File: config.mk
export PLATFORM = sky130hd
export DESIGN_NAME = shooter_speed_pid_core_flat
export DESIGN_NICKNAME = d
export VERILOG_FILES = /design/src/hw/rtl/sspid_pkg.sv /design/src/hw/rtl/sspid_req_if.sv /design/src/hw/rtl/sspid_rsp_if.sv /design/src/hw/rtl/sspid_cfg_if.sv /design/src/hw/rtl/sspid_ctrl.sv /design/src/hw/rtl/sspid_datapath.sv /design/src/hw/rtl/shooter_speed_pid_core.sv /design/src/flat_wrapper.sv
export VERILOG_INCLUDE_DIRS = /design/src /design/src/hw/rtl
export SDC_FILE = /design/constraint.sdc
export NUM_CORES = 2
export LEC_CHECK = 0
export BUFFER_PORTS_ARGS = -buffer_cell sky130_fd_sc_hd__buf_2
export CAP_MARGIN = 20
export CORE_UTILIZATION = 55
export DETAILED_ROUTE_END_ITERATION = 8
export GPL_TIMING_DRIVEN = 0
export MAX_ROUTING_LAYER = met4
export PLACE_DENSITY = 0.85
export SETUP_SLACK_MARGIN = 0.3
export SYNTH_ARGS = -nofsm -noshare
export SYNTH_HDL_FRONTEND = slang
export SYNTH_SLANG_ARGS = --single-unit
File: constraint.sdc
create_clock -name clk -period 6.7 [get_ports clk]
set_input_delay 0.67 -clock clk [delete_from_list [all_inputs] [get_ports clk]]
set_output_delay 0.67 -clock clk [all_outputs]
set_load 0.02 [all_outputs]
File: src/hw/rtl/assert_macros.svh
// Assertion macros shared by the shooter speed PID RTL.
// No dependencies; each macro expands to nothing when SYNTHESIS is defined.
`ifndef ASSERT_MACROS_SVH
`define ASSERT_MACROS_SVH
`ifndef SYNTHESIS
// Property that must hold at every clock edge outside reset.
`define SSPID_ASSERT(label, clk, rst_n, prop) \
    label: assert property (@(posedge clk) disable iff (!rst_n) (prop)) \
        else $error("sspid assertion failed");
// Condition that must never be true outside reset.
`define SSPID_NEVER(label, clk, rst_n, cond) \
    label: assert property (@(posedge clk) disable iff (!rst_n) !(cond)) \
        else $error("sspid forbidden condition seen");
`else
`define SSPID_ASSERT(label, clk, rst_n, prop)
`define SSPID_NEVER(label, clk, rst_n, cond)
`endif
`endif

File: src/hw/rtl/sspid_pkg.sv
// Package for the shooter speed PID: widths, constants, codes and the
// controller/datapath command and status structs. No dependencies.
package sspid_pkg;

    localparam int PERIOD_BITS_DEF = 24;
    localparam int RPM_BITS_DEF    = 16;

    localparam int GAIN_W      = 16;
    localparam int TARGET_W    = 16;
    localparam int DRIVE_W     = 15;
    localparam int CLAMP_W     = 2;
    localparam int CFG_INDEX_W = 2;
    localparam int INT_W       = 32;
    localparam int ACC_W       = 64;

    // Microseconds per minute; 26 bits of dividend for the speed divider.
    localparam int US_PER_MINUTE = 60000000;
    localparam int DIV_W         = 26;

    // Reset gains, unsigned Q8.8 (150.0, 35.0, 15.0).
    localparam logic [GAIN_W-1:0] GAIN_P_RESET = 16'd38400;
    localparam logic [GAIN_W-1:0] GAIN_I_RESET = 16'd8960;
    localparam logic [GAIN_W-1:0] GAIN_D_RESET = 16'd3840;

    // Term scale factors: acc = 25 * 32768 * drive in full-scale units.
    localparam int KP_SCALE = 3200;
    localparam int KI_SCALE = 128;
    localparam int KD_SCALE = 80000;

    localparam int DRIVE_FULL     = 32767;
    localparam int ACC_DEN        = 25;
    localparam int ACC_FULL_LIMIT = DRIVE_FULL * ACC_DEN + ACC_DEN - 1;

    // floor(x / 25) = (x * RECIP_MUL) >> RECIP_SHIFT for x below 2^SCALE_IN_W.
    localparam int SCALE_IN_W  = 20;
    localparam int RECIP_W     = 23;
    localparam int RECIP_SHIFT = 27;
    localparam logic [RECIP_W-1:0] RECIP_MUL = 23'd5368710;

    localparam logic signed [INT_W-1:0] INT_MAX = 32'sh7FFF_FFFF;
    localparam logic signed [INT_W-1:0] INT_MIN = 32'sh8000_0000;

    typedef enum logic {
        FUNC_INIT   = 1'b0,
        FUNC_UPDATE = 1'b1
    } func_t;

    typedef enum logic [CFG_INDEX_W-1:0] {
        REG_GAIN_P = 2'd0,
        REG_GAIN_I = 2'd1,
        REG_GAIN_D = 2'd2
    } reg_index_t;

    typedef enum logic [CLAMP_W-1:0] {
        CLAMP_NONE = 2'd0,
        CLAMP_ZERO = 2'd1,
        CLAMP_FULL = 2'd2
    } clamp_t;

    typedef enum logic [1:0] {
        TERM_P = 2'd0,
        TERM_I = 2'd1,
        TERM_D = 2'd2
    } term_t;

    typedef enum logic [2:0] {
        ST_IDLE,
        ST_DIV,
        ST_ERR,
        ST_LOAD,
        ST_MUL,
        ST_SCALE,
        ST_OUT
    } state_t;

    typedef struct packed {
        logic  capture;
        logic  div_step;
        logic  err_update;
        logic  load;
        logic  mul_step;
        logic  scale;
        logic  out_load;
        term_t term;
    } cmd_t;

    typedef struct packed {
        logic is_update;
        logic out_free;
    } status_t;

endpackage

File: src/hw/rtl/sspid_req_if.sv
// Input item channel of the shooter speed PID.
// Depends on sspid_pkg for field widths.
interface sspid_req_if #(
    parameter int PeriodBits = sspid_pkg::PERIOD_BITS_DEF
) ();
    logic                            valid;
    logic                            ready;
    logic                            func;
    logic [sspid_pkg::TARGET_W-1:0]  target_rpm;
    logic [PeriodBits-1:0]           period_us;

    modport source (output valid, func, target_rpm, period_us, input ready);
    modport sink   (input valid, func, target_rpm, period_us, output ready);
endinterface

File: src/hw/rtl/sspid_rsp_if.sv
// Result item channel of the shooter speed PID.
// Depends on sspid_pkg for field widths.
interface sspid_rsp_if #(
    parameter int RpmBits = sspid_pkg::RPM_BITS_DEF
) ();
    logic                           valid;
    logic                           ready;
    logic [sspid_pkg::DRIVE_W-1:0]  drive;
    logic [RpmBits-1:0]             measured_rpm;
    logic [sspid_pkg::CLAMP_W-1:0]  clamp_state;

    modport source (output valid, drive, measured_rpm, clamp_state, input ready);
    modport sink   (input valid, drive, measured_rpm, clamp_state, output ready);
endinterface

File: src/hw/rtl/sspid_cfg_if.sv
// Configuration write channel of the shooter speed PID.
// Depends on sspid_pkg for the index and data widths.
interface sspid_cfg_if ();
    logic                              valid;
    logic                              ready;
    logic [sspid_pkg::CFG_INDEX_W-1:0] index;
    logic [sspid_pkg::GAIN_W-1:0]      data;

    modport source (output valid, index, data, input ready);
    modport sink   (input valid, index, data, output ready);
endinterface

File: src/hw/rtl/sspid_ctrl.sv
// Sequencer of the shooter speed PID: state machine, step counter, term select.
// Depends on sspid_pkg for the state, command and status types.
module sspid_ctrl (
    input  logic               clk,
    input  logic               rst_n,
    input  logic               in_valid,
    output logic               in_ready,
    input  sspid_pkg::status_t status,
    output sspid_pkg::cmd_t    cmd
);

    localparam int CntW = $clog2(sspid_pkg::DIV_W);

    sspid_pkg::state_t state_reg, state_next;
    sspid_pkg::term_t  term_reg, term_next;
    logic [CntW-1:0]   cnt_reg, cnt_next;

    always_ff @(posedge clk or negedge rst_n)
    begin
        if (!rst_n)
        begin
            state_reg <= sspid_pkg::ST_IDLE;
            term_reg  <= sspid_pkg::TERM_P;
            cnt_reg   <= '0;
        end
        else
        begin
            state_reg <= state_next;
            term_reg  <= term_next;
            cnt_reg   <= cnt_next;
        end
    end

    always_comb
    begin
        state_next = state_reg;
        term_next  = term_reg;
        cnt_next   = cnt_reg;
        unique case (state_reg)
            sspid_pkg::ST_IDLE:
            begin
                if (in_valid)
                begin
                    state_next = sspid_pkg::ST_DIV;
                    cnt_next   = '0;
                end
            end
            sspid_pkg::ST_DIV:
            begin
                if (cnt_reg == CntW'(sspid_pkg::DIV_W - 1))
                    state_next = sspid_pkg::ST_ERR;
                else
                    cnt_next = cnt_reg + 1'b1;
            end
            sspid_pkg::ST_ERR:
            begin
                term_next  = sspid_pkg::TERM_P;
                state_next = status.is_update ? sspid_pkg::ST_LOAD : sspid_pkg::ST_IDLE;
            end
            sspid_pkg::ST_LOAD:
            begin
                state_next = sspid_pkg::ST_MUL;
                cnt_next   = '0;
            end
            sspid_pkg::ST_MUL:
            begin
                if (cnt_reg == CntW'(sspid_pkg::GAIN_W - 1))
                begin
                    unique case (term_reg)
                        sspid_pkg::TERM_P:
                        begin
                            term_next  = sspid_pkg::TERM_I;
                            state_next = sspid_pkg::ST_LOAD;
                        end
                        sspid_pkg::TERM_I:
                        begin
                            term_next  = sspid_pkg::TERM_D;
                            state_next = sspid_pkg::ST_LOAD;
                        end
                        default:
                            state_next = sspid_pkg::ST_SCALE;
                    endcase
                end
                else
                    cnt_next = cnt_reg + 1'b1;
            end
            sspid_pkg::ST_SCALE:
                state_next = sspid_pkg::ST_OUT;
            sspid_pkg::ST_OUT:
            begin
                if (status.out_free)
                    state_next = sspid_pkg::ST_IDLE;
            end
            default:
                state_next = sspid_pkg::ST_IDLE;
        endcase
    end

    always_comb
    begin
        in_ready       = (state_reg == sspid_pkg::ST_IDLE);
        cmd.capture    = (state_reg == sspid_pkg::ST_IDLE) && in_valid;
        cmd.div_step   = (state_reg == sspid_pkg::ST_DIV);
        cmd.err_update = (state_reg == sspid_pkg::ST_ERR);
        cmd.load       = (state_reg == sspid_pkg::ST_LOAD);
        cmd.mul_step   = (state_reg == sspid_pkg::ST_MUL);
        cmd.scale      = (state_reg == sspid_pkg::ST_SCALE);
        cmd.out_load   = (state_reg == sspid_pkg::ST_OUT) && status.out_free;
        cmd.term       = term_reg;
    end

endmodule

File: src/hw/rtl/sspid_datapath.sv
// Datapath of the shooter speed PID: gain registers, speed divider, error
// state, shift-add term multiplier, scaling and the result register. Uses sspid_pkg.
module sspid_datapath #(
    parameter int PERIOD_BITS = sspid_pkg::PERIOD_BITS_DEF,
    parameter int RPM_BITS    = sspid_pkg::RPM_BITS_DEF
) (
    input  logic                                clk,
    input  logic                                rst_n,
    input  logic                                in_func,
    input  logic [sspid_pkg::TARGET_W-1:0]      in_target,
    input  logic [PERIOD_BITS-1:0]              in_period,
    input  logic                                cfg_we,
    input  logic [sspid_pkg::CFG_INDEX_W-1:0]   cfg_index,
    input  logic [sspid_pkg::GAIN_W-1:0]        cfg_data,
    input  sspid_pkg::cmd_t                     cmd,
    output sspid_pkg::status_t                  status,
    input  logic                                out_ready,
    output logic                                out_valid,
    output logic [sspid_pkg::DRIVE_W-1:0]       out_drive,
    output logic [RPM_BITS-1:0]                 out_measured,
    output logic [sspid_pkg::CLAMP_W-1:0]       out_clamp
);

    localparam int DivW  = sspid_pkg::DIV_W;
    localparam int AccW  = sspid_pkg::ACC_W;
    localparam int IntW  = sspid_pkg::INT_W;
    localparam int GainW = sspid_pkg::GAIN_W;
    localparam int ErrW  = ((RPM_BITS > sspid_pkg::TARGET_W) ? RPM_BITS
                                                              : sspid_pkg::TARGET_W) + 1;
    localparam int DiffW = ErrW + 1;
    localparam int ProdW = sspid_pkg::SCALE_IN_W + sspid_pkg::RECIP_W;
    localparam logic [RPM_BITS-1:0] RpmMax = {RPM_BITS{1'b1}};
    localparam logic [DivW-1:0] Dividend = DivW'(sspid_pkg::US_PER_MINUTE);
    localparam logic signed [AccW-1:0] KpScale = AccW'(sspid_pkg::KP_SCALE);
    localparam logic signed [AccW-1:0] KiScale = AccW'(sspid_pkg::KI_SCALE);
    localparam logic signed [AccW-1:0] KdScale = AccW'(sspid_pkg::KD_SCALE);
    localparam logic signed [AccW-1:0] AccFull = AccW'(sspid_pkg::ACC_FULL_LIMIT);

    logic [GainW-1:0]              gain_p_reg, gain_i_reg, gain_d_reg;
    logic                          func_reg;
    logic [sspid_pkg::TARGET_W-1:0] target_reg;
    logic [PERIOD_BITS-1:0]        period_reg;
    logic [PERIOD_BITS-1:0]        rem_reg;
    logic [DivW-1:0]               quot_reg;
    logic signed [ErrW-1:0]        last_error_reg;
    logic signed [IntW-1:0]        integral_reg;
    logic signed [ErrW-1:0]        err_reg;
    logic signed [DiffW-1:0]       diff_reg;
    logic [RPM_BITS-1:0]           meas_reg;
    logic signed [AccW-1:0]        mcand_reg, mcand_next;
    logic [GainW-1:0]              gshift_reg, gshift_next;
    logic signed [AccW-1:0]        acc_reg;
    logic [sspid_pkg::DRIVE_W-1:0] res_drive_reg, res_drive_next;
    sspid_pkg::clamp_t             res_clamp_reg, res_clamp_next;
    logic                          out_valid_reg;
    logic [sspid_pkg::DRIVE_W-1:0] out_drive_reg;
    logic [RPM_BITS-1:0]           out_meas_reg;
    sspid_pkg::clamp_t             out_clamp_reg;

    logic [PERIOD_BITS:0]          div_shift;
    logic                          div_fit;
    logic [RPM_BITS-1:0]           meas_sat;
    logic signed [ErrW-1:0]        err_now;
    logic signed [IntW:0]          int_sum;
    logic signed [IntW-1:0]        int_sat;
    logic signed [DiffW-1:0]       diff_now;
    logic [ProdW-1:0]              recip_prod;

    // Configuration writes; indexes beyond the register list are dropped.
    always_ff @(posedge clk or negedge rst_n)
    begin
        if (!rst_n)
        begin
            gain_p_reg <= sspid_pkg::GAIN_P_RESET;
            gain_i_reg <= sspid_pkg::GAIN_I_RESET;
            gain_d_reg <= sspid_pkg::GAIN_D_RESET;
        end
        else if (cfg_we)
        begin
            unique case (cfg_index)
                sspid_pkg::REG_GAIN_P: gain_p_reg <= cfg_data;
                sspid_pkg::REG_GAIN_I: gain_i_reg <= cfg_data;
                sspid_pkg::REG_GAIN_D: gain_d_reg <= cfg_data;
                default: ;
            endcase
        end
    end

    // One restoring division step per cycle: 60000000 / period.
    assign div_shift = {rem_reg, quot_reg[DivW-1]};
    assign div_fit   = (div_shift >= {1'b0, period_reg});

    // A zero period leaves an all-ones quotient, which saturates below.
    assign meas_sat = (|quot_reg[DivW-1:RPM_BITS]) ? RpmMax : quot_reg[RPM_BITS-1:0];
    assign err_now  = $signed(ErrW'(target_reg)) - $signed(ErrW'(meas_sat));
    assign int_sum  = (IntW+1)'(integral_reg) + (IntW+1)'(err_now);
    assign diff_now = DiffW'(err_now) - DiffW'(last_error_reg);

    always_comb
    begin
        if (int_sum[IntW] != int_sum[IntW-1])
            int_sat = int_sum[IntW] ? sspid_pkg::INT_MIN : sspid_pkg::INT_MAX;
        else
            int_sat = int_sum[IntW-1:0];
    end

    // Scaled term operand: a constant multiply of the selected value.
    always_comb
    begin
        unique case (cmd.term)
            sspid_pkg::TERM_P:
            begin
                mcand_next  = AccW'(err_reg) * KpScale;
                gshift_next = gain_p_reg;
            end
            sspid_pkg::TERM_I:
            begin
                mcand_next  = AccW'(integral_reg) * KiScale;
                gshift_next = gain_i_reg;
            end
            default:
            begin
                mcand_next  = AccW'(diff_reg) * KdScale;
                gshift_next = gain_d_reg;
            end
        endcase
    end

    // Divide by 25 through a reciprocal, valid for sums under full scale.
    assign recip_prod = ProdW'(acc_reg[sspid_pkg::SCALE_IN_W-1:0]) *
                        ProdW'(sspid_pkg::RECIP_MUL);

    always_comb
    begin
        priority if (acc_reg < 0)
        begin
            res_drive_next = '0;
            res_clamp_next = sspid_pkg::CLAMP_ZERO;
        end
        else if (acc_reg > AccFull)
        begin
            res_drive_next = sspid_pkg::DRIVE_W'(sspid_pkg::DRIVE_FULL);
            res_clamp_next = sspid_pkg::CLAMP_FULL;
        end
        else
        begin
            res_drive_next = recip_prod[sspid_pkg::RECIP_SHIFT +: sspid_pkg::DRIVE_W];
            res_clamp_next = sspid_pkg::CLAMP_NONE;
        end
    end

    // Controller-visible state: last error and integral.
    always_ff @(posedge clk or negedge rst_n)
    begin
        if (!rst_n)
        begin
            last_error_reg <= '0;
            integral_reg   <= '0;
        end
        else if (cmd.err_update)
        begin
            last_error_reg <= err_now;
            if (func_reg == sspid_pkg::FUNC_INIT)
                integral_reg <= '0;
            else
                integral_reg <= int_sat;
        end
    end

    always_ff @(posedge clk)
    begin
        if (cmd.capture)
        begin
            func_reg   <= in_func;
            target_reg <= in_target;
            period_reg <= in_period;
            rem_reg    <= '0;
            quot_reg   <= Dividend;
        end
        if (cmd.div_step)
        begin
            rem_reg  <= div_fit ? PERIOD_BITS'(div_shift - {1'b0, period_reg})
                                : div_shift[PERIOD_BITS-1:0];
            quot_reg <= {quot_reg[DivW-2:0], div_fit};
        end
        if (cmd.err_update)
        begin
            meas_reg <= meas_sat;
            err_reg  <= err_now;
            diff_reg <= diff_now;
            acc_reg  <= '0;
        end
        if (cmd.load)
        begin
            mcand_reg  <= mcand_next;
            gshift_reg <= gshift_next;
        end
        if (cmd.mul_step)
        begin
            if (gshift_reg[0])
                acc_reg <= acc_reg + mcand_reg;
            mcand_reg  <= mcand_reg <<< 1;
            gshift_reg <= gshift_reg >> 1;
        end
        if (cmd.scale)
        begin
            res_drive_reg <= res_drive_next;
            res_clamp_reg <= res_clamp_next;
        end
        if (cmd.out_load)
        begin
            out_drive_reg <= res_drive_reg;
            out_clamp_reg <= res_clamp_reg;
            out_meas_reg  <= meas_reg;
        end
    end

    always_ff @(posedge clk or negedge rst_n)
    begin
        if (!rst_n)
            out_valid_reg <= 1'b0;
        else if (cmd.out_load)
            out_valid_reg <= 1'b1;
        else if (out_ready)
            out_valid_reg <= 1'b0;
    end

    assign status.is_update = (func_reg == sspid_pkg::FUNC_UPDATE);
    assign status.out_free  = !out_valid_reg || out_ready;

    assign out_valid    = out_valid_reg;
    assign out_drive    = out_drive_reg;
    assign out_measured = out_meas_reg;
    assign out_clamp    = out_clamp_reg;

endmodule

File: src/hw/rtl/shooter_speed_pid_core.sv
// Shooter speed PID core: flywheel speed controller built from a sequencer and a datapath.
// Depends on sspid_pkg, the sspid_*_if interfaces, sspid_ctrl, sspid_datapath
// and assert_macros.svh.
//
// Each input item carries func, a target speed in RPM and a measured pulse period in
// microseconds. The block derives the measured speed as 60000000 / period, saturated
// at the all-ones RPM value (a zero period saturates too), and forms the error as
// target minus measured. An init item (func = 0) loads the previous error, clears the
// integral and gives no result. An update item adds the error to the integral, which
// saturates at the signed 32-bit range, takes the error difference as derivative and
// returns one result: a Q0.15 drive computed from the Q8.8 gains, clamped to 0..32767,
// the measured speed, and a clamp code (0 none, 1 held at zero, 2 held at full).
// Items are handled one at a time. An update item goes from acceptance to a loaded
// result through these steps: acceptance, the restoring divider that works out the speed
// one quotient bit per cycle, the error and integral update, the shift-add multiplier
// that walks the 16 gain bits of each of the three terms, scaling by 1/25 with clamping,
// and loading the output register. An init item ends with the error and integral update.
// The output register lets a new item be accepted while a result waits to be taken;
// that item stalls only at its end if the previous result is still there. Gains are
// written over the configuration channel, which is always ready; write them only while
// the block is idle.
`include "assert_macros.svh"

module shooter_speed_pid_core #(
    parameter int PERIOD_BITS = sspid_pkg::PERIOD_BITS_DEF,
    parameter int RPM_BITS    = sspid_pkg::RPM_BITS_DEF
) (
    input  logic         clk,
    input  logic         rst_n,
    sspid_req_if.sink    req,
    sspid_rsp_if.source  rsp,
    sspid_cfg_if.sink    cfg
);

    sspid_pkg::cmd_t    cmd;
    sspid_pkg::status_t status;
    logic               in_ready;
    logic [6:0]         cmd_flags;
    logic               clamp_bad;

    // The configuration registers take a write in any cycle.
    assign cfg.ready = 1'b1;
    assign req.ready = in_ready;

    sspid_ctrl u_ctrl (
        .clk      (clk),
        .rst_n    (rst_n),
        .in_valid (req.valid),
        .in_ready (in_ready),
        .status   (status),
        .cmd      (cmd)
    );

    sspid_datapath #(
        .PERIOD_BITS (PERIOD_BITS),
        .RPM_BITS    (RPM_BITS)
    ) u_datapath (
        .clk          (clk),
        .rst_n        (rst_n),
        .in_func      (req.func),
        .in_target    (req.target_rpm),
        .in_period    (req.period_us),
        .cfg_we       (cfg.valid),
        .cfg_index    (cfg.index),
        .cfg_data     (cfg.data),
        .cmd          (cmd),
        .status       (status),
        .out_ready    (rsp.ready),
        .out_valid    (rsp.valid),
        .out_drive    (rsp.drive),
        .out_measured (rsp.measured_rpm),
        .out_clamp    (rsp.clamp_state)
    );

    // Datapath commands gathered into one vector, and a clamp code that disagrees
    // with the drive value beside it.
    assign cmd_flags = {cmd.capture, cmd.div_step, cmd.err_update, cmd.load,
                        cmd.mul_step, cmd.scale, cmd.out_load};
    assign clamp_bad = (rsp.clamp_state == sspid_pkg::CLAMP_ZERO && rsp.drive != '0)
                    || (rsp.clamp_state == sspid_pkg::CLAMP_FULL
                        && rsp.drive != sspid_pkg::DRIVE_W'(sspid_pkg::DRIVE_FULL));

    // The sequencer issues at most one datapath command per cycle.
    `SSPID_ASSERT(a_cmd_onehot, clk, rst_n, $onehot0(cmd_flags))
    // A result appears only when the sequencer has loaded one.
    `SSPID_ASSERT(a_rsp_from_load, clk, rst_n, $rose(rsp.valid) |-> $past(cmd.out_load))
    // A clamp code always agrees with the drive it reports.
    `SSPID_NEVER(a_clamp_drive, clk, rst_n, rsp.valid && clamp_bad)

endmodule

File: src/flat_wrapper.sv
// flat-port wrapper written by rule: the top's interface ports become plain ports
module shooter_speed_pid_core_flat 
#(
    parameter int PERIOD_BITS = sspid_pkg::PERIOD_BITS_DEF,
    parameter int RPM_BITS    = sspid_pkg::RPM_BITS_DEF
)
  (clk, rst_n, req_valid, req_func, req_target_rpm, req_period_us, req_ready, rsp_valid, rsp_drive, rsp_measured_rpm, rsp_clamp_state, rsp_ready, cfg_valid, cfg_index, cfg_data, cfg_ready);
  sspid_req_if #(.PeriodBits((sspid_pkg::PERIOD_BITS_DEF))) req_i ();
  sspid_rsp_if #(.RpmBits((sspid_pkg::RPM_BITS_DEF))) rsp_i ();
  sspid_cfg_if cfg_i ();
  input  logic clk;
  input  logic rst_n;
  input wire logic [$bits(req_i.valid)-1:0] req_valid;
  input wire logic [$bits(req_i.func)-1:0] req_func;
  input wire logic [$bits(req_i.target_rpm)-1:0] req_target_rpm;
  input wire logic [$bits(req_i.period_us)-1:0] req_period_us;
  output wire logic [$bits(req_i.ready)-1:0] req_ready;
  output wire logic [$bits(rsp_i.valid)-1:0] rsp_valid;
  output wire logic [$bits(rsp_i.drive)-1:0] rsp_drive;
  output wire logic [$bits(rsp_i.measured_rpm)-1:0] rsp_measured_rpm;
  output wire logic [$bits(rsp_i.clamp_state)-1:0] rsp_clamp_state;
  input wire logic [$bits(rsp_i.ready)-1:0] rsp_ready;
  input wire logic [$bits(cfg_i.valid)-1:0] cfg_valid;
  input wire logic [$bits(cfg_i.index)-1:0] cfg_index;
  input wire logic [$bits(cfg_i.data)-1:0] cfg_data;
  output wire logic [$bits(cfg_i.ready)-1:0] cfg_ready;
  assign req_i.valid = req_valid;
  assign req_i.func = req_func;
  assign req_i.target_rpm = req_target_rpm;
  assign req_i.period_us = req_period_us;
  assign req_ready = req_i.ready;
  assign rsp_valid = rsp_i.valid;
  assign rsp_drive = rsp_i.drive;
  assign rsp_measured_rpm = rsp_i.measured_rpm;
  assign rsp_clamp_state = rsp_i.clamp_state;
  assign rsp_i.ready = rsp_ready;
  assign cfg_i.valid = cfg_valid;
  assign cfg_i.index = cfg_index;
  assign cfg_i.data = cfg_data;
  assign cfg_ready = cfg_i.ready;
  shooter_speed_pid_core #(.PERIOD_BITS(PERIOD_BITS), .RPM_BITS(RPM_BITS)) u_core (.clk(clk), .rst_n(rst_n), .req(req_i), .rsp(rsp_i), .cfg(cfg_i));
endmodule
Yosys cells after proc, flatten, opt, wreduce, memory -nomap -nowiden

Cells that the tools add are included.

Reduce and logical (&&, ||, !) cells: 20
$add $sub $neg: 6
$mul: 3
Equal/unequal tests: 19
$lt $le $gt $ge: 3
Mux-type cells: 36

Operators by type and width:

| operator                                                         | number |
|---|---|
| 2-to-1 mux 64 bit                                                | 5 |
| one-hot mux 64 bit (2 select lines)                              | 1 |
| 2-to-1 mux 32 bit                                                | 3 |
| 2-to-1 mux 24 bit                                                | 3 |
| adder 64 bit                                                     | 1 |
| greater-than comparator 64 x 21 -> 1 bit (second input constant) | 1 |
| less-than comparator 64 x 1 -> 1 bit (second input constant)     | 1 |
| 2-to-1 mux 26 bit                                                | 2 |
| 2-to-1 mux 15 bit                                                | 3 |
| multiplier 20 x 22 -> 41 bit (second input constant)             | 1 |
| adder 32 x 17 -> 33 bit                                          | 1 |
| one-hot mux 16 bit (2 select lines)                              | 1 |
| multiplier 18 x 11 -> 29 bit (second input constant)             | 1 |
| >= comparator 25 x 24 -> 1 bit                                   | 1 |
| subtractor 24 bit                                                | 1 |
| multiplier 17 x 6 -> 23 bit (second input constant)              | 1 |
| one-hot mux 3 bit (7 select lines)                               | 1 |
| one-hot mux 5 bit (4 select lines)                               | 1 |
| subtractor 17 x 17 -> 18 bit                                     | 1 |
| subtractor 16 x 16 -> 17 bit                                     | 1 |
| 2-to-1 mux 16 bit                                                | 1 |
| 2-to-1 mux 3 bit                                                 | 5 |
| 2-to-1 mux 5 bit                                                 | 3 |
| != test 2 bit (second input constant)                            | 6 |
| 25 further kinds                                                 | 41 |

Bits of input ports: 64
Bits in registers: 444

Logic depth before layout (Yosys ltp)

Depth after elaboration: 7
Depth in mapped cells: 31
Depth with buffers taken out: 28

By module

A second synthesis with hierarchy kept.

Cells, all modules: 3583
Area total of the unflattened synthesis: 36269.8 µm²

By module, submodules not included:

| module                 | times used | area each (µm²) | cells each |
|---|---|---|---|
| sspid_datapath         | 1          | 35595.4         | 3508 |
| sspid_ctrl             | 1          | 663.1           | 73 |
| shooter_speed_pid_core | 1          | 11.3            | 2 |

Worst setup path after synthesis

No wires, ideal clock.

Path kind: register to register
Start point: reg u_core.u_datapath.acc_reg[2]
End point: reg u_core.u_datapath.res_drive_reg[14] (netlist name) (data pin)
Path slack: 291 ps
Cell stages (with the launch flop): 23
Required time: 6432 ps
Buffers on the path: 0
Data arrival time: 6140 ps
Period minus slack after synthesis: 6409 ps
Cell sequence: edfxtp_1 -> ha_1 -> inv_1 -> fa_1 -> fa_1 -> inv_1 -> fa_1 -> fa_1 -> fa_1 -> inv_1 -> fa_1 -> inv_1 -> ha_1 -> a21o_1 -> a31oi_1 -> o21ai_0 -> o41ai_2 -> a21oi_1 -> o31ai_1 -> o2111ai_1 -> a21oi_1 -> xnor2_1 -> a21oi_1

Longest elaborated chain between the ends: 2

Ends and longest elaborated chain:

| item                                                                                     | RTL line                                     | text |
|---|---|---|
| start, declared                                                                          | sspid_datapath.sv:52                         | `logic signed [AccW-1:0] acc_reg;` |
| start signal, assigned                                                                   | sspid_datapath.sv:201                        | `acc_reg <= acc_reg + mcand_reg;` |
| multiplier 20 x 22 -> 41 bit or greater-than comparator 64 x 21 -> 1 bit (tied branches) | sspid_datapath.sv:130, sspid_datapath.sv:140 |  |
| 2-to-1 mux 15 bit                                                                        | sspid_datapath.sv:140                        | `else if (acc_reg > AccFull)` |
| end signal, assigned                                                                     | sspid_datapath.sv:207                        | `res_drive_reg <= res_drive_next;` |
| end, declared                                                                            | sspid_datapath.sv:53                         | `logic [sspid_pkg::DRIVE_W-1:0] res_drive_reg, res_drive_next;` |

Parallel ways exist; a longest one is shown, timed or not.
A chain may end at the register's enable or synchronous reset.

Worst setup path in the final report

Start point: reg u_core.u_datapath.quot_reg[17]
End point: reg u_core.u_datapath.integral_reg[30]

Longest elaborated chain between the ends: 7

Ends and longest elaborated chain:

| item                                               | RTL line                                     | text |
|---|---|---|
| start, declared                                    | sspid_datapath.sv:44                         | `logic [DivW-1:0] quot_reg;` |
| start signal, assigned                             | sspid_datapath.sv:178                        | `quot_reg <= Dividend;` |
| start signal, assigned                             | sspid_datapath.sv:184                        | `quot_reg <= {quot_reg[DivW-2:0], div_fit};` |
| OR reduction 10 bit *                              | sspid_datapath.sv:94                         | `assign meas_sat = (\|quot_reg[DivW-1:RPM_BITS]) ? RpmMax : quot_reg[RPM_BITS-1:0];` |
| 2-to-1 mux 16 bit *                                | sspid_datapath.sv:94                         |  |
| via u_core.u_datapath.meas_sat[0]                  | sspid_datapath.sv:62                         | `logic [RPM_BITS-1:0] meas_sat;` |
| subtractor 16 x 16 -> 17 bit *                     | sspid_datapath.sv:95                         | `assign err_now = $signed(ErrW'(target_reg)) - $signed(ErrW'(meas_sat));` |
| via u_core.u_datapath.err_now[16]                  | sspid_datapath.sv:63                         | `logic signed [ErrW-1:0] err_now;` |
| adder 32 x 17 -> 33 bit *                          | sspid_datapath.sv:96                         | `assign int_sum = (IntW+1)'(integral_reg) + (IntW+1)'(err_now);` |
| 2-to-1 mux 32 bit or != test 1 bit (tied branches) | sspid_datapath.sv:102, sspid_datapath.sv:101 |  |
| 2-to-1 mux 32 bit *                                | sspid_datapath.sv:101                        | `if (int_sum[IntW] != int_sum[IntW-1])` |
| 2-to-1 mux 32 bit *                                | sspid_datapath.sv:163                        | `if (func_reg == sspid_pkg::FUNC_INIT)` |
| end signal, assigned                               | sspid_datapath.sv:166                        | `integral_reg <= int_sat;` |
| end, declared                                      | sspid_datapath.sv:46                         | `logic signed [IntW-1:0] integral_reg;` |

The timed path passes the listed nets; every way through them passes the cells marked *.

==> out/qor.csv <==
metric,value,unit
Routed Wire Length,98700,µm
detailed-route vias per instance,6.10,
count of final max-slew check failures,0,
number of violations of the max-capacitance limit,0,
CTS buffer count,47,
via count of the first global-routing pass,28315,
maximum achievable frequency,146,MHz
maximum single-stage delay on the critical path,0.47,ns
Cells after Synth,3614,
residual antenna-violating net count after detailed routing,0,
GRT Total Usage,28.3,%
Port Buf Inserts,98,
Setup Crit Path Kind,reg -> reg,
Initial Utilization,55.9,%
Fin. Hold Viols,0,
pin count of the biggest net entering global routing,73,
Crit-path slowest cell,sky130_fd_sc_hd__nor3_1,
Synth Register Bits,437,
Worst-Margin Slew,1.11,ns
Clock Sink Count,437,
violated checks,negative setup slack,
Synth Warn #,0,
leading post-synthesis cells by cell area,"sky130_fd_sc_hd__edfxtp_1 (22%), sky130_fd_sc_hd__ha_1 (17%), sky130_fd_sc_hd__fa_1 (12%)",
floorplan die area,0.0669,mm²
top cell type by total area after synthesis,sky130_fd_sc_hd__edfxtp_1,
relative max-transition margin,26.1,%
global placement routability congestion,0.966,
area after detailed placement,0.0380,mm²
count of hold buffers inserted by post-cts repair,0,
synthesized cell area,0.0362,mm²
worst hold path class,in -> async,
clock skew after layout,0.0529,ns
Netlist cell types,85,
clock transition at the registers of the reported paths,0.06,ns
die boundary height,259,µm
crit end category,flip-flop,
dominant delay contributor by cell family on the critical path,compound AO/OA/AOI/OAI gates,
Final Cycle Share,102,%
worst-case setup margin in the final layout,-0.137,ns
estimated wirelength of the detail-placed design,67800,µm
logic depth of the worst register-to-register path,33,
largest fanout of any net on the critical path,8,
clock insertion delay at the later pin of the skew report,0.63,ns
fin crit period,6.84,ns
Avg Inst Size Synth,10.0,µm²
clock tree root buffer cell,sky130_fd_sc_hd__clkbuf_16,
CP required,7.19,ns
worst slack on hold paths,0.00618,ns
Residual DRC,0,
Buf/Inv on CP,8,
DR WL/cell,20.8,µm
via count of the routed design,28999,
proportion of register bits with asynchronous set or reset after synthesis,24.7,%
Die Span X,259,µm
WP data arrival,7.33,ns
core region area,0.0648,mm²
destination of the worst register-to-register timing path,u_core.u_datapath.integral_reg[30]$_DFFE_PN0P_,
startpoint type of the worst setup path,flip-flop,
site row count,93,
Syn-to-layout area delta,14.8,%
status,finished with violations,
violation count after the first detailed-routing iteration,2704,
final number of setup-violating endpoints,25,
fin area,0.0416,mm²
most frequent cell after synthesis,sky130_fd_sc_hd__ha_1,
share of synthesized area occupied by flip-flops and latches,33.2,%
worst reg2reg startpoint,u_core.u_datapath.quot_reg[17]$_SDFFCE_PN1P_,
deepest level of the CTS H-tree,2,
share of cells above drive strength 1,15.1,%
residual overflow from global routing,0,
antenna violations before repair,1,
TritonCTS clock tree,done,
share of the synthesized area in the top cell type,22.5,%
first-pass GRT wire length,146000,µm
flop2flop setup slack,-0.14,ns
setup repair after global routing missed its margin,true,
net count after synthesis,4397,
first-pass iteration count of the detailed router,6,
"EDFF count, synth",271,
Largest register FFs,64,
Final nets,4645,
synth cell count leaders,"sky130_fd_sc_hd__ha_1 (502), sky130_fd_sc_hd__inv_1 (501), sky130_fd_sc_hd__edfxtp_1 (271), sky130_fd_sc_hd__a21oi_1 (230), sky130_fd_sc_hd__nand2_1 (219)",
top-level port count,100,
Bufs on Longest Clock Path,3,
flip-flop cell with the highest count after synthesis,sky130_fd_sc_hd__edfxtp_1,
## how the worst max path moves through the flow
stage,to,startpoint,slack (ns),cells after the start
2_1_floorplan,u_core.u_datapath.integral_reg[12]$_DFFE_PN0P_,u_core.u_datapath.quot_reg[17]$_SDFFCE_PN1P_,0.32,31
3_3_place_gp,u_core.u_datapath.integral_reg[30]$_DFFE_PN0P_,u_core.u_datapath.quot_reg[25]$_SDFFCE_PN1P_,-1.40,30
3_5_place_dp,u_core.u_datapath.integral_reg[30]$_DFFE_PN0P_,u_core.u_datapath.quot_reg[25]$_SDFFCE_PN1P_,-0.84,31
4_1_cts,u_core.u_datapath.res_drive_reg[12]$_SDFFCE_PP0P_,u_core.u_datapath.acc_reg[6]$_DFFE_PP_,0.18,23
5_1_grt,u_core.u_datapath.integral_reg[30]$_DFFE_PN0P_,u_core.u_datapath.quot_reg[17]$_SDFFCE_PN1P_,-0.24,33
6_report,u_core.u_datapath.integral_reg[30]$_DFFE_PN0P_,u_core.u_datapath.quot_reg[17]$_SDFFCE_PN1P_,-0.14,33
## metal layers
layer | global-route usage (%) | up-vias | routed length [µm]
li1 | - | 13153 | -
met1 | 34.7 | 13945 | 38500
met2 | 46.2 | 1466 | 46700
met3 | 4.73 | 435 | 7760
met4 | 11.9 | 0 | 5740
met5 | - | - | 0
## worst reg2reg max path: cells and delay by family (launching register included)
kind / cells / cell delay (ns)
compound gates: 15 / 2.60
buf+inv: 8 / 1.18
flops: 1 / 0.44
fa+ha+maj: 3 / 0.84
simple gates: 7 / 1.65
## logic make-up (layout without fill, tap and decap cells)
kind of cell	Yosys count	after routing	share of synthesized area, %
AOI/OAI and AO/OA	829	829	14.4
xor gates and xnor gates	156	156	3.77
adders and majority gates	719	719	29.3
buffers and inverters	604	891	6.31
DFF	437	437	33.2
muxes	91	91	2.69
other	1	2	0.0103
and+or+nand+nor	777	777	10.3
## cell type report
type	instances	area, µm²
Tap cell	855	1070
Antenna cell	1	2.50
Timing Repair Buffer	199	1460
Fill cell	4581	23200
Inverter	503	1900
Multi-Input combinational cell	2573	23000
Buffer	101	527
Clock buffer	70	1330
Sequential cell	437	12000
Clock inverter	18	244
## stage by stage
| stage | TNS [ns] | cells | util (%) | worst slack, ns |
|---|---|---|---|---|
| 2_1_floorplan | 0 | 3614 | - | 0.321 |
| 3_3_place_gp | -43.39 | 4567 | 58.3 | -1.40 |
| 3_5_place_dp | -26.04 | 4574 | 58.6 | -0.838 |
| 4_1_cts | 0 | 4729 | 62.8 | 0.180 |
| 5_1_grt | -5.55 | 4757 | 64.2 | -0.238 |
| 6_report | -1.20 | 4757 | 64.2 | -0.137 |
## cells in the final DEF (no fill, tap or decap), types with 88 or more instances in the layout
cell type / count
sky130_fd_sc_hd__inv_1: 493
sky130_fd_sc_hd__ha_1: 471
sky130_fd_sc_hd__edfxtp_1: 271
sky130_fd_sc_hd__nand2_1: 218
sky130_fd_sc_hd__fa_1: 210
sky130_fd_sc_hd__a21oi_1: 196
sky130_fd_sc_hd__nor2_1: 178
sky130_fd_sc_hd__o21ai_0: 166
sky130_fd_sc_hd__buf_2: 101
sky130_fd_sc_hd__xnor2_1: 97
sky130_fd_sc_hd__dfrtp_1: 97
sky130_fd_sc_hd__nand3_1: 93
sky130_fd_sc_hd__a21o_1: 88
## what timing repair did
| item | in CTS | in global routing |
|---|---|---|
| gates cloned | 5 | 0 |
| setup buffers | 62 | 27 |
| gates resized for setup | 134 | 181 |
| pin swaps | 70 | 92 |
| endpoints found under the setup margin | 47 | 51 |
Power is not shown: default switching activity piles up to over one toggle a cycle in this logic, so the estimate is an artifact.
